===== config.mk =====
export PLATFORM = sky130hd
export DESIGN_NAME = c_escape_byte_encoder
export DESIGN_NICKNAME = d
export VERILOG_FILES = /design/src/design/cebe_pkg.sv /design/src/design/cebe_front.sv /design/src/design/cebe_queue.sv /design/src/design/cebe_back.sv /design/src/design/c_escape_byte_encoder.sv
export SDC_FILE = /design/constraint.sdc
export NUM_CORES = 1
export LEC_CHECK = 0
export ABC_AREA = 1
export BUFFER_PORTS_ARGS = -buffer_cell sky130_fd_sc_hd__buf_4
export CORE_AREA = 2 2 183 185
export DETAILED_ROUTE_END_ITERATION = 6
export DIE_AREA = 0 0 185 187
export PLACE_DENSITY = 0.65
export RECOVER_POWER = 100
export SYNTH_ARGS = -nofsm -noshare
export SYNTH_HDL_FRONTEND = slang
export SYNTH_SLANG_ARGS = --single-unit

===== constraint.sdc =====
create_clock -name clk -period 2.95 [get_ports clk]
set_input_delay 0.295 -clock clk [delete_from_list [all_inputs] [get_ports clk]]
set_output_delay 0.295 -clock clk [all_outputs]
set_load 0.01 [all_outputs]

===== src/design/cebe_pkg.sv =====
// cebe_pkg: shared types and constants for the c escape byte encoder
// no dependencies; used by every module of the block

package cebe_pkg;

    localparam int unsigned ByteW    = 8;
    localparam int unsigned MapW     = 64;
    localparam int unsigned MapWords = 4;
    localparam int unsigned CfgIdxW  = 3;
    localparam int unsigned QDepth   = 4;
    localparam int unsigned QAddrW   = $clog2(QDepth);
    localparam int unsigned QCountW  = $clog2(QDepth + 1);

    // register indexes of the configuration port
    localparam logic [CfgIdxW-1:0] RegDelimMap0 = CfgIdxW'(0);
    localparam logic [CfgIdxW-1:0] RegDelimMap1 = CfgIdxW'(1);
    localparam logic [CfgIdxW-1:0] RegDelimMap2 = CfgIdxW'(2);
    localparam logic [CfgIdxW-1:0] RegDelimMap3 = CfgIdxW'(3);

    // characters
    localparam logic [ByteW-1:0] ChBackspace = 8'h08;
    localparam logic [ByteW-1:0] ChTab       = 8'h09;
    localparam logic [ByteW-1:0] ChNewline   = 8'h0A;
    localparam logic [ByteW-1:0] ChVtab      = 8'h0B;
    localparam logic [ByteW-1:0] ChFormfeed  = 8'h0C;
    localparam logic [ByteW-1:0] ChReturn    = 8'h0D;
    localparam logic [ByteW-1:0] ChSpace     = 8'h20;
    localparam logic [ByteW-1:0] ChBackslash = 8'h5C;
    localparam logic [ByteW-1:0] ChDel       = 8'h7F;
    localparam logic [ByteW-1:0] ChZero      = 8'h30;
    localparam logic [ByteW-1:0] ChLetterB   = 8'h62;
    localparam logic [ByteW-1:0] ChLetterF   = 8'h66;
    localparam logic [ByteW-1:0] ChLetterN   = 8'h6E;
    localparam logic [ByteW-1:0] ChLetterR   = 8'h72;
    localparam logic [ByteW-1:0] ChLetterT   = 8'h74;
    localparam logic [ByteW-1:0] ChLetterV   = 8'h76;

    // how one input byte is written out
    typedef enum logic [1:0] {
        KIND_PLAIN = 2'd0,  // the byte itself
        KIND_PAIR  = 2'd1,  // backslash, then data
        KIND_OCTAL = 2'd2   // backslash, then three octal digits
    } kind_t;

    typedef struct packed {
        kind_t            kind;
        logic [ByteW-1:0] data;
    } esc_entry_t;

    // front to queue
    typedef struct packed {
        logic       valid;
        esc_entry_t entry;
    } q_push_t;

    // queue head as seen by the back end
    typedef struct packed {
        logic       valid;
        esc_entry_t entry;
    } q_head_t;

endpackage


===== src/design/cebe_front.sv =====
// cebe_front: delimiter map registers, input transfer and byte classification
// depends on cebe_pkg

module cebe_front (
    input  logic                          clk,
    input  logic                          rst_n,
    input  logic                          cfg_we,
    input  logic [cebe_pkg::CfgIdxW-1:0]  cfg_index,
    input  logic [cebe_pkg::MapW-1:0]     cfg_data,
    input  logic                          in_valid,
    output logic                          in_stall,
    input  logic [cebe_pkg::ByteW-1:0]    in_byte,
    input  logic                          q_full,
    output cebe_pkg::q_push_t             q_push
);

    logic [cebe_pkg::MapW-1:0] map_reg [cebe_pkg::MapWords];
    logic [cebe_pkg::MapW-1:0] map_word;
    logic                      is_delim;
    cebe_pkg::esc_entry_t      entry;

    always_ff @(posedge clk or negedge rst_n)
    begin
        if (!rst_n)
        begin
            for (int i = 0; i < cebe_pkg::MapWords; i++)
            begin
                map_reg[i] <= '0;
            end
        end
        else if (cfg_we)
        begin
            case (cfg_index)
                cebe_pkg::RegDelimMap0: map_reg[0] <= cfg_data;
                cebe_pkg::RegDelimMap1: map_reg[1] <= cfg_data;
                cebe_pkg::RegDelimMap2: map_reg[2] <= cfg_data;
                cebe_pkg::RegDelimMap3: map_reg[3] <= cfg_data;
                default: ;
            endcase
        end
    end

    assign map_word = map_reg[in_byte[7:6]];
    assign is_delim = map_word[in_byte[5:0]];

    // letter escapes win over the map; map wins over plain and octal
    always_comb
    begin
        entry.kind = cebe_pkg::KIND_PAIR;
        entry.data = in_byte;
        case (in_byte)
            cebe_pkg::ChBackspace: entry.data = cebe_pkg::ChLetterB;
            cebe_pkg::ChFormfeed:  entry.data = cebe_pkg::ChLetterF;
            cebe_pkg::ChNewline:   entry.data = cebe_pkg::ChLetterN;
            cebe_pkg::ChReturn:    entry.data = cebe_pkg::ChLetterR;
            cebe_pkg::ChTab:       entry.data = cebe_pkg::ChLetterT;
            cebe_pkg::ChVtab:      entry.data = cebe_pkg::ChLetterV;
            cebe_pkg::ChBackslash: entry.data = cebe_pkg::ChBackslash;
            default:
            begin
                if (is_delim)
                begin
                    entry.kind = cebe_pkg::KIND_PAIR;
                end
                else if (in_byte >= cebe_pkg::ChSpace && in_byte != cebe_pkg::ChDel)
                begin
                    entry.kind = cebe_pkg::KIND_PLAIN;
                end
                else
                begin
                    entry.kind = cebe_pkg::KIND_OCTAL;
                end
            end
        endcase
    end

    assign in_stall     = q_full;
    assign q_push.valid = in_valid && !q_full;
    assign q_push.entry = entry;

endmodule


===== src/design/cebe_queue.sv =====
// cebe_queue: short flop-based queue of classified bytes between front and back
// depends on cebe_pkg

module cebe_queue (
    input  logic              clk,
    input  logic              rst_n,
    input  cebe_pkg::q_push_t q_push,
    output logic              q_full,
    input  logic              q_pop,
    output cebe_pkg::q_head_t q_head
);

    cebe_pkg::esc_entry_t             slot_reg [cebe_pkg::QDepth];
    logic [cebe_pkg::QAddrW-1:0]      wr_ptr_reg;
    logic [cebe_pkg::QAddrW-1:0]      wr_ptr_next;
    logic [cebe_pkg::QAddrW-1:0]      rd_ptr_reg;
    logic [cebe_pkg::QAddrW-1:0]      rd_ptr_next;
    logic [cebe_pkg::QCountW-1:0]     count_reg;
    logic [cebe_pkg::QCountW-1:0]     count_next;
    logic                             do_push;
    logic                             do_pop;

    assign q_full       = (count_reg == cebe_pkg::QCountW'(cebe_pkg::QDepth));
    assign q_head.valid = (count_reg != '0);
    assign q_head.entry = slot_reg[rd_ptr_reg];

    assign do_push = q_push.valid && !q_full;
    assign do_pop  = q_pop && q_head.valid;

    always_comb
    begin
        wr_ptr_next = wr_ptr_reg;
        rd_ptr_next = rd_ptr_reg;
        count_next  = count_reg;
        if (do_push)
        begin
            wr_ptr_next = (wr_ptr_reg == cebe_pkg::QAddrW'(cebe_pkg::QDepth - 1))
                        ? '0 : wr_ptr_reg + 1'b1;
        end
        if (do_pop)
        begin
            rd_ptr_next = (rd_ptr_reg == cebe_pkg::QAddrW'(cebe_pkg::QDepth - 1))
                        ? '0 : rd_ptr_reg + 1'b1;
        end
        if (do_push && !do_pop)
        begin
            count_next = count_reg + 1'b1;
        end
        else if (do_pop && !do_push)
        begin
            count_next = count_reg - 1'b1;
        end
    end

    always_ff @(posedge clk or negedge rst_n)
    begin
        if (!rst_n)
        begin
            wr_ptr_reg <= '0;
            rd_ptr_reg <= '0;
            count_reg  <= '0;
        end
        else
        begin
            wr_ptr_reg <= wr_ptr_next;
            rd_ptr_reg <= rd_ptr_next;
            count_reg  <= count_next;
        end
    end

    always_ff @(posedge clk)
    begin
        if (do_push)
        begin
            slot_reg[wr_ptr_reg] <= q_push.entry;
        end
    end

endmodule


===== src/design/cebe_back.sv =====
// cebe_back: steps through the escape sequence of the queue head into the output register
// depends on cebe_pkg

module cebe_back (
    input  logic                        clk,
    input  logic                        rst_n,
    input  cebe_pkg::q_head_t           q_head,
    output logic                        q_pop,
    output logic                        out_valid,
    input  logic                        out_stall,
    output logic [cebe_pkg::ByteW-1:0]  out_byte,
    output logic                        last
);

    logic [1:0]                 step_reg;
    logic [1:0]                 step_next;
    logic                       out_valid_reg;
    logic                       out_valid_next;
    logic [cebe_pkg::ByteW-1:0] out_byte_reg;
    logic                       last_reg;
    logic [cebe_pkg::ByteW-1:0] emit_byte;
    logic                       emit_last;
    logic                       load;
    logic [2:0]                 digit;

    // octal digit for the current step, most significant first
    always_comb
    begin
        case (step_reg)
            2'd1:    digit = {1'b0, q_head.entry.data[7:6]};
            2'd2:    digit = q_head.entry.data[5:3];
            default: digit = q_head.entry.data[2:0];
        endcase
    end

    always_comb
    begin
        emit_byte = cebe_pkg::ChBackslash;
        emit_last = 1'b0;
        case (q_head.entry.kind)
            cebe_pkg::KIND_PLAIN:
            begin
                emit_byte = q_head.entry.data;
                emit_last = 1'b1;
            end
            cebe_pkg::KIND_PAIR:
            begin
                if (step_reg != 2'd0)
                begin
                    emit_byte = q_head.entry.data;
                    emit_last = 1'b1;
                end
            end
            cebe_pkg::KIND_OCTAL:
            begin
                if (step_reg != 2'd0)
                begin
                    emit_byte = cebe_pkg::ChZero + cebe_pkg::ByteW'(digit);
                end
                emit_last = (step_reg == 2'd3);
            end
            default:
            begin
                emit_byte = q_head.entry.data;
                emit_last = 1'b1;
            end
        endcase
    end

    // output slot is free when empty or being drained this cycle
    assign load  = q_head.valid && (!out_valid_reg || !out_stall);
    assign q_pop = load && emit_last;

    always_comb
    begin
        step_next      = step_reg;
        out_valid_next = out_valid_reg;
        if (load)
        begin
            step_next      = emit_last ? 2'd0 : step_reg + 2'd1;
            out_valid_next = 1'b1;
        end
        else if (!out_stall)
        begin
            out_valid_next = 1'b0;
        end
    end

    always_ff @(posedge clk or negedge rst_n)
    begin
        if (!rst_n)
        begin
            step_reg      <= 2'd0;
            out_valid_reg <= 1'b0;
        end
        else
        begin
            step_reg      <= step_next;
            out_valid_reg <= out_valid_next;
        end
    end

    always_ff @(posedge clk)
    begin
        if (load)
        begin
            out_byte_reg <= emit_byte;
            last_reg     <= emit_last;
        end
    end

    assign out_valid = out_valid_reg;
    assign out_byte  = out_byte_reg;
    assign last      = last_reg;

endmodule


===== src/design/c_escape_byte_encoder.sv =====
// c_escape_byte_encoder: an input byte is registered in a queue slot, then in the output register
// throughput is one output byte per cycle while the queue holds bytes and the output does not stall;
// an input gives 1, 2 or 4 output bytes (plain, backslash pair, octal), so the output port sets the rate
// a four-entry queue lets the input side keep taking bytes while the output stalls
// reset clears the delimiter map, the queue and the output register valid
// depends on cebe_pkg, cebe_front, cebe_queue, cebe_back

module c_escape_byte_encoder (
    input  logic                          clk,
    input  logic                          rst_n,
    // configuration writes: delimiter map words 0 to 3
    input  logic                          cfg_we,
    input  logic [cebe_pkg::CfgIdxW-1:0]  cfg_index,
    input  logic [cebe_pkg::MapW-1:0]     cfg_data,
    // input channel, one raw byte per transfer
    input  logic                          in_valid,
    output logic                          in_stall,
    input  logic [cebe_pkg::ByteW-1:0]    in_byte,
    // output channel, one escaped byte per transfer
    output logic                          out_valid,
    input  logic                          out_stall,
    output logic [cebe_pkg::ByteW-1:0]    out_byte,
    output logic                          last
);

    cebe_pkg::q_push_t q_push;
    cebe_pkg::q_head_t q_head;
    logic              q_full;
    logic              q_pop;

    // front end: map registers and classification of each accepted byte
    cebe_front u_front (
        .clk       (clk),
        .rst_n     (rst_n),
        .cfg_we    (cfg_we),
        .cfg_index (cfg_index),
        .cfg_data  (cfg_data),
        .in_valid  (in_valid),
        .in_stall  (in_stall),
        .in_byte   (in_byte),
        .q_full    (q_full),
        .q_push    (q_push)
    );

    // queue of classified bytes, decouples the two stall domains
    cebe_queue u_queue (
        .clk    (clk),
        .rst_n  (rst_n),
        .q_push (q_push),
        .q_full (q_full),
        .q_pop  (q_pop),
        .q_head (q_head)
    );

    // back end: walks the escape sequence, one byte per output transfer
    cebe_back u_back (
        .clk       (clk),
        .rst_n     (rst_n),
        .q_head    (q_head),
        .q_pop     (q_pop),
        .out_valid (out_valid),
        .out_stall (out_stall),
        .out_byte  (out_byte),
        .last      (last)
    );

endmodule

==> impl_metrics.env, run 1 <==
export IMPL_period_share_pct=93.5
export IMPL_grt_use_met3_pct=2.90
export IMPL_routed_wl_um=37100
export IMPL_totalPowerFinal_w=0.0132
export IMPL_io_buffers=90
export IMPL_dieArea_um2=34600
export IMPL_maxSlewViolCount=180
export IMPL_wire_per_inst_um=15.1
export IMPL_required_ps=3330
export IMPL_grt_met2_usage_pct=36.9
export IMPL_avgSynthCellArea_um2=7.80
export IMPL_route_detailed_drc=0
export IMPL_cts_made_buffers=35
export IMPL_holdWs_ps=27.1
export IMPL_path_class="flip-flop to flip-flop"
export IMPL_rsz0062_at_grt="yes"
export IMPL_fin_skew_ps=26.7
export IMPL_place_gp_congestion=0.839
export IMPL_coreArea_um2=32900
export IMPL_grt_use_met1_pct=30.4
export IMPL_cts_htree_levels=2
export IMPL_grt_pass1_wl_um=61700
export IMPL_drtAntennaViolNets=0
export IMPL_drt_initial_drc_count=1042
export IMPL_setup_viol=0
export IMPL_die_w_um=185
export IMPL_synth_ff_type="dfrtp_1"
export IMPL_cts_sinks=315
export IMPL_drv_cap=4
export IMPL_grt_total_usage_pct=22.2
export IMPL_cts_tree="built"
export IMPL_final_nets=2079
export IMPL_max_stage_delay_ps=450
export IMPL_critPathSlowestCell="dfrtp_2"
export IMPL_power_leakage_nw=8.77
export IMPL_cp_arrival_ps=3130
export IMPL_dp_hpwl_um=23600
export IMPL_cp_top_family="adder cells"
export IMPL_min_from="out_stall"
export IMPL_layout_min_cycle_time_ps=2760
export IMPL_grt_pass1_vias=12075
export IMPL_netlist_instances=1910
export IMPL_synth_seq_cells=315
export IMPL_worst_path_buf_inv=4
export IMPL_core_rowCount=67
export IMPL_peakVddDrop_v=0.000555
export IMPL_synth_edff_count=49
export IMPL_via_per_inst=4.99
export IMPL_largest_reg_flops=256
export IMPL_grt_busiest_layer="met2"
export IMPL_postPlaceCellArea_um2=16300
export IMPL_dp_cells=2395
export IMPL_dr_pass1_iters=5
export IMPL_vias=12282
export IMPL_yosys_top_cells_area="dfrtp_1 (45%), nand2_1 (20%), edfxtp_1 (9.9%)"
export IMPL_slew_limit_headroom_pct=-12.2
export IMPL_grt_max_degree=89
export IMPL_yosysTopAreaCell="dfrtp_1"
export IMPL_yosysWarningCount=0
export IMPL_ys_seq_area_share_pct=54.6
export IMPL_p_per_area_nw_per_um2=769
export IMPL_final_util_pct=52.1
export IMPL_final_cells=2460
export IMPL_cts_root_buffer_cell="clkbuf_16"
export IMPL_status="finished, violations left"
export IMPL_crit_path_cell_trace="inv_2 -> nand2_1 -> a32oi_2 -> inv_1 -> ha_4 -> nor2_2 -> nor2_2 -> a21oi_2 -> nor2_2 -> inv_1 -> ha_1 -> inv_1 -> fa_1 -> a21oi_1 -> o21ai_0 -> xor2_1"
export IMPL_worstSkewPairLatency_ps=520
export IMPL_io_pins=91
export IMPL_cp_start_kind="flip-flop"
export IMPL_cp_end_kind="flip-flop"
export IMPL_fillers=3264
export IMPL_synthDistinctLibCells=33
export IMPL_fp_dieH_um=187
export IMPL_drive_gt1_share_pct=9.21
export IMPL_design_area_um2=17100
export IMPL_setup_worst_path_start="u_queue.rd_ptr_reg[0]"
export IMPL_clkTransAtPathRegs_ps=50
export IMPL_syn_cell_area_um2=14900
export IMPL_violations="capacitance limit, slew limit"
export IMPL_worstHoldPathType="input pin to flip-flop"
export IMPL_r2r_start="u_queue.rd_ptr_reg[0]"
export IMPL_areaGrowthSynthToFinish_pct=15.0
export IMPL_synth_async_reset_ratio_pct=84.4
export IMPL_grt_overflow_total=0
export IMPL_max_slew_worst_pin_slew_ps=1680
export IMPL_start_util_pct=45.3
export IMPL_synth_nets=2003
export IMPL_clockBufferDepth=3
export IMPL_hold_viol_final=0
export IMPL_antenna_found_initial=4
export IMPL_synth_top_cell_area_share_pct=44.7
export IMPL_path_max_fanout=6
export IMPL_max_freq_ghz=0.363
[cell usage after synthesis (2+ instances only)]
cell / count
o22ai_1: 3
o21ai_0: 267
buf_4: 4
ha_1: 12
inv_2: 6
inv_1: 187
a32oi_1: 3
clkbuf_1: 76
nand2_1: 808
buf_6: 2
nor2_1: 60
nand3_1: 80
a21oi_1: 36
nor3_1: 5
clkinv_1: 2
edfxtp_1: 49
buf_2: 21
buf_1: 3
a32o_1: 6
dfrtp_1: 266
o221ai_1: 2
[cell type report]
class	instances	area (µm²)	area share [%]
Multi-Input combinational cell	1294	5620	32.8
Inverter	195	734	4.29
Antenna cell	4	10.0	0.0584
Sequential cell	315	8130	47.5
Timing Repair Buffer	145	1030	5.99
Tap cell	448	561	3.27
Clock buffer	53	1000	5.87
Clock inverter	6	43.8	0.256
[worst paths after layout]
path / slack (ps) / cells past startpoint / to
max: 190 / 16 / u_queue.count_reg[2]
min: 30 / 3 / u_back.out_valid
max reg2reg: 190 / 16 / u_queue.count_reg[2]
min reg2reg: 480 / 2 / u_front.map_reg[25]
max in group asynchronous: 610 / 3 / u_front.map_reg[181]
min in group asynchronous: 620 / 2 / u_front.map_reg[105]
[metrics by stage]
stage / setup TNS [ps] / setup WS (ps)
floorplan: 0 / 49.0
global placement: 0 / 84.4
detailed placement: 0 / 50.9
CTS: 0 / 43.8
global route: -76.1 / -42.5
finish: 0 / 193
[worst min-delay path, cell delays in order]
cell and delay, ps:
buf_4 80, nand2_1 60, nand2_1 60
[timing repair]
action                     in CTS  in global routing
hold endpoints to repair       45                  0
buffers inserted                0                  1
hold buffers                    1                  0
setup endpoints to repair       0                  2
resized for setup               0                  9
[kinds of logic (layout without fill, tap and decap cells)]
family                   count (synthesis)  in the layout  synth area share, %
adder cells (fa/ha/maj)                 13             13                 1.14
multiplexers                             1              1               0.0756
flip-flops                             315            315                 54.6
other                                    0              4                    0
XOR/XNOR                                 2              2                0.118
buffers and inverters                  301            399                 7.97
AO/OA/AOI/OAI                          323            323                 11.3
AND/OR/NAND/NOR                        955            955                 24.8
[per-layer routing]
metal / vias up / share of wire, %
met4: 0 / 2.3
met1: 5768 / 45
li1: 6134 / -
met3: 62 / 4.9
met2: 318 / 48
met5: - / 0
[layout by cell type (no fill, tap or decap), drive strengths merged, types with 2 or more instances in the layout]
cell    count
a21oi      36
a32o        6
a32oi       3
buf       106
clkbuf     91
clkinv      8
dfrtp     266
diode       4
edfxtp     49
ha         12
inv       193
nand2     808
nand3      80
nor2       61
nor3        5
o21ai     268
o221ai      2
o22ai       3
[power breakdown]
part	total (W)	switching [W]	internal, W
clock	0.00403	0.00168	0.00235
combinational	0.00326	0.00197	0.00129
sequential	0.00587	0.000452	0.00542
total	0.0132	0.00410	0.00906
(Power assumes the default switching activity.)
==> run 2, diff against run 1 <==
--- a/config.mk
+++ b/config.mk
@@ -7,11 +7,11 @@
 export LEC_CHECK = 0
 export ABC_AREA = 1
 export BUFFER_PORTS_ARGS = -buffer_cell sky130_fd_sc_hd__buf_4
-export CORE_AREA = 2 2 183 185
+export CORE_AREA = 2 2 185 187
 export DETAILED_ROUTE_END_ITERATION = 6
-export DIE_AREA = 0 0 185 187
-export PLACE_DENSITY = 0.65
+export DIE_AREA = 0 0 187 189
 export RECOVER_POWER = 100
 export SYNTH_ARGS = -nofsm -noshare
 export SYNTH_HDL_FRONTEND = slang
+export SYNTH_HIERARCHICAL = 1
 export SYNTH_SLANG_ARGS = --single-unit
==> impl_metrics.env, run 2 <==
export IMPL_drt_initial_drc_count=896
export IMPL_status="finished, violations left"
export IMPL_netlist_instances=1957
export IMPL_hold_viol_final=0
export IMPL_pwr_share_clk_pct=32.6
export IMPL_routed_wl_um=38200
export IMPL_grt_max_degree=129
export IMPL_route_detailed_drc=0
export IMPL_dr_pass1_iters=5
export IMPL_muxShareOfSynthArea_pct=0
export IMPL_drtAntennaViolNets=0
export IMPL_rsz0062_at_grt="no"
export IMPL_worstSkewPairLatency_ps=520
export IMPL_totalPowerFinal_w=0.0135
export IMPL_fin_skew_ps=14.7
export IMPL_violations="capacitance limit, slew limit"
export IMPL_fin_setup_tns_ps=0
export IMPL_worstHoldPathType="input pin to flip-flop"
export IMPL_p_comb_share_pct=24.1
export IMPL_path_max_fanout=6
export IMPL_grt_pass1_wl_um=64300
export IMPL_synth_compound_area_share_pct=11.0
export IMPL_grt_overflow_total=0
export IMPL_synth_top_cell_area_share_pct=43.9
export IMPL_cts_tree="built"
export IMPL_cp_arrival_ps=3070
export IMPL_final_cells=2502
export IMPL_layout_min_cycle_time_ps=2670
export IMPL_synth_seq_cells=315
export IMPL_switchingPower_w=0.00423
export IMPL_yosys_area_share_simple_pct=25.1
export IMPL_ff_latch_area_um2=8130
export IMPL_multiInputGateArea_um2=5670
export IMPL_cts_htree_levels=2
export IMPL_max_slew_worst_pin_slew_ps=2540
export IMPL_wire_per_inst_um=15.3
export IMPL_yosys_top_cells_area="dfrtp_1 (44%), nand2_1 (20%), edfxtp_1 (9.7%)"
export IMPL_period_share_pct=90.6
export IMPL_antenna_found_initial=1
export IMPL_cts_made_buffers=36
export IMPL_cp_end_kind="flip-flop"
export IMPL_max_freq_ghz=0.374
export IMPL_synth_top_family_by_area="simple AND/OR/NAND/NOR gates"
export IMPL_final_nets=2119
export IMPL_dp_hpwl_um=24200
export IMPL_synth_ff_type="dfrtp_1"
export IMPL_cts_sinks=315
export IMPL_die_w_um=187
export IMPL_clockBufferDepth=3
export IMPL_yosysTopAreaCell="dfrtp_1"
export IMPL_synth_xor_area_share_pct=0.0577
export IMPL_yosysWarningCount=6
export IMPL_grt_pass1_vias=12310
export IMPL_cts_root_buffer_cell="clkbuf_16"
export IMPL_design_area_um2=17400
export IMPL_clkTransAtPathRegs_ps=50
export IMPL_start_util_pct=45.6
export IMPL_required_ps=3350
export IMPL_switching_share_pct=31.3
export IMPL_maxSlewViolCount=337
export IMPL_postPlaceCellArea_um2=16500
export IMPL_final_common_cell="nand2_1"
export IMPL_io_buffers=90
export IMPL_final_cell_mix="nand2_1 (804), dfrtp_1 (265), o21ai_0 (264)"
export IMPL_synth_adder_area_share_pct=1.12
export IMPL_intPower_w=0.00929
export IMPL_ys_top_cells_by_count="nand2_1 (803), dfrtp_1 (266), o21ai_0 (261)"
export IMPL_drv_cap=3
export IMPL_peakVddDrop_v=0.000414
export IMPL_io_pins=91
export IMPL_p_per_area_nw_per_um2=775
export IMPL_fp_dieH_um=189
export IMPL_areaGrowthSynthToFinish_pct=14.9
export IMPL_power_leakage_nw=9.05
export IMPL_ys_seq_area_share_pct=53.6
export IMPL_dieArea_um2=35300
export IMPL_largest_reg_flops=256
export IMPL_path_class="flip-flop to flip-flop"
export IMPL_slew_limit_headroom_pct=-69.1
export IMPL_synthDistinctLibCells=33
export IMPL_power_frac_seq_pct=43.4
export IMPL_grt_total_usage_pct=22.4
export IMPL_synth_async_reset_ratio_pct=84.4
export IMPL_cp_start_kind="flip-flop"
export IMPL_dp_cells=2433
export IMPL_vias=12413
export IMPL_core_rowCount=67
export IMPL_syn_cell_area_um2=15200
export IMPL_setup_viol=0
export IMPL_via_per_inst=4.96
export IMPL_coreArea_um2=33300
export IMPL_place_gp_congestion=0.842
export IMPL_drive_gt1_share_pct=8.91
export IMPL_synth_nets=2050
export IMPL_synth_edff_count=49
export IMPL_avgSynthCellArea_um2=7.75
export IMPL_synth_most_common_cell="nand2_1"
export IMPL_fillers=3308
## run 2: changes by cell type after synthesis, sizes merged, moves of 9 or more
cell	before	now
nand3	80	92
o211ai	0	20
a21oi	36	24
clkbuf	76	64
buf	30	44
inv	193	229
nor2	61	70
## run 2: area by class of cell
| cell class | count | area share, % |
|---|---|---|
| Sequential cell | 315 | 46.6 |
| Multi-Input combinational cell | 1305 | 32.5 |
| Clock buffer | 55 | 6.10 |
| Timing Repair Buffer | 139 | 5.97 |
| Inverter | 229 | 4.94 |
| Tap cell | 448 | 3.21 |
| Clock inverter | 10 | 0.638 |
| Antenna cell | 1 | 0.0143 |
## run 2: worst max-delay path: stages (launching register included)
cell and delay (ps):
dfrtp_2 440, clkbuf_2 150, o211ai_1 170, nand2_1 100, inv_1 70, ha_1 260
a21oi_4 190, nand2_4 80, nand2_1 60, inv_1 60, nand2_1 110, ha_1 170
inv_1 60, fa_1 380, inv_1 60, nand2_1 60, nand4_1 90, nand2_1 50
## run 2: path summary, 6_finish.rpt
check,slack [ps],start,to,cells past startpoint
worst max-delay path,280,u_queue/rd_ptr_reg[0],u_queue/count_reg[2],17
worst min-delay path,30,out_stall,u_back/out_valid,3
worst max register to register,280,u_queue/rd_ptr_reg[0],u_queue/count_reg[2],17
worst min register to register,480,u_front/map_reg[252],u_front/map_reg[252],2
max in group asynchronous,570,rst_n,u_front/map_reg[225],3
min in group asynchronous,880,rst_n,u_front/map_reg[187],2
## run 2: per-stage QoR
stage | worst slack [ps] | utilization [%] | hold slack [ps]
2_1_floorplan | 269 | - | -0.591
3_3_place_gp | 219 | 49.5 | 332
3_5_place_dp | 199 | 49.5 | 337
4_1_cts | 189 | 53.1 | 8.53
5_1_grt | 17.5 | 52.4 | 22.8
6_report | 277 | 52.4 | 29.6
## run 2: layer usage
metal / routed length, µm / global-route usage, %
met5: 0 / 0
met4: 1190 / 7.69
met3: 1600 / 2.50
met2: 17500 / 36.8
met1: 18000 / 31.2
## run 2: kinds of logic (layout without fill, tap and decap cells)
kind of cell / Yosys count / after routing
AO/OA/AOI/OAI: 317 / 317
XOR/XNOR: 1 / 1
adder cells (fa/ha/maj): 13 / 13
buffers and inverters: 337 / 433
flip-flops: 315 / 315
other: 0 / 1
AND/OR/NAND/NOR: 974 / 974
## run 2: power groups by stage
stage / Sequential, W / Clock [W] / Combinational, W
final: 0.00586 / 0.00441 / 0.00325
after global routing: 0.00597 / 0.00471 / 0.00380
after CTS: 0.00586 / 0.00453 / 0.00341
after detailed placement: 0.00593 / 0 / 0.00339
after global placement: 0.00591 / 0 / 0.00332
after floorplan: 0.00586 / 0 / 0.00235
## run 2: what timing repair did
action,in CTS,in global routing
hold buffers,1,0
gates resized for setup,0,1
setup buffers,0,2
hold endpoints to repair,75,0
setup endpoints to repair,0,1
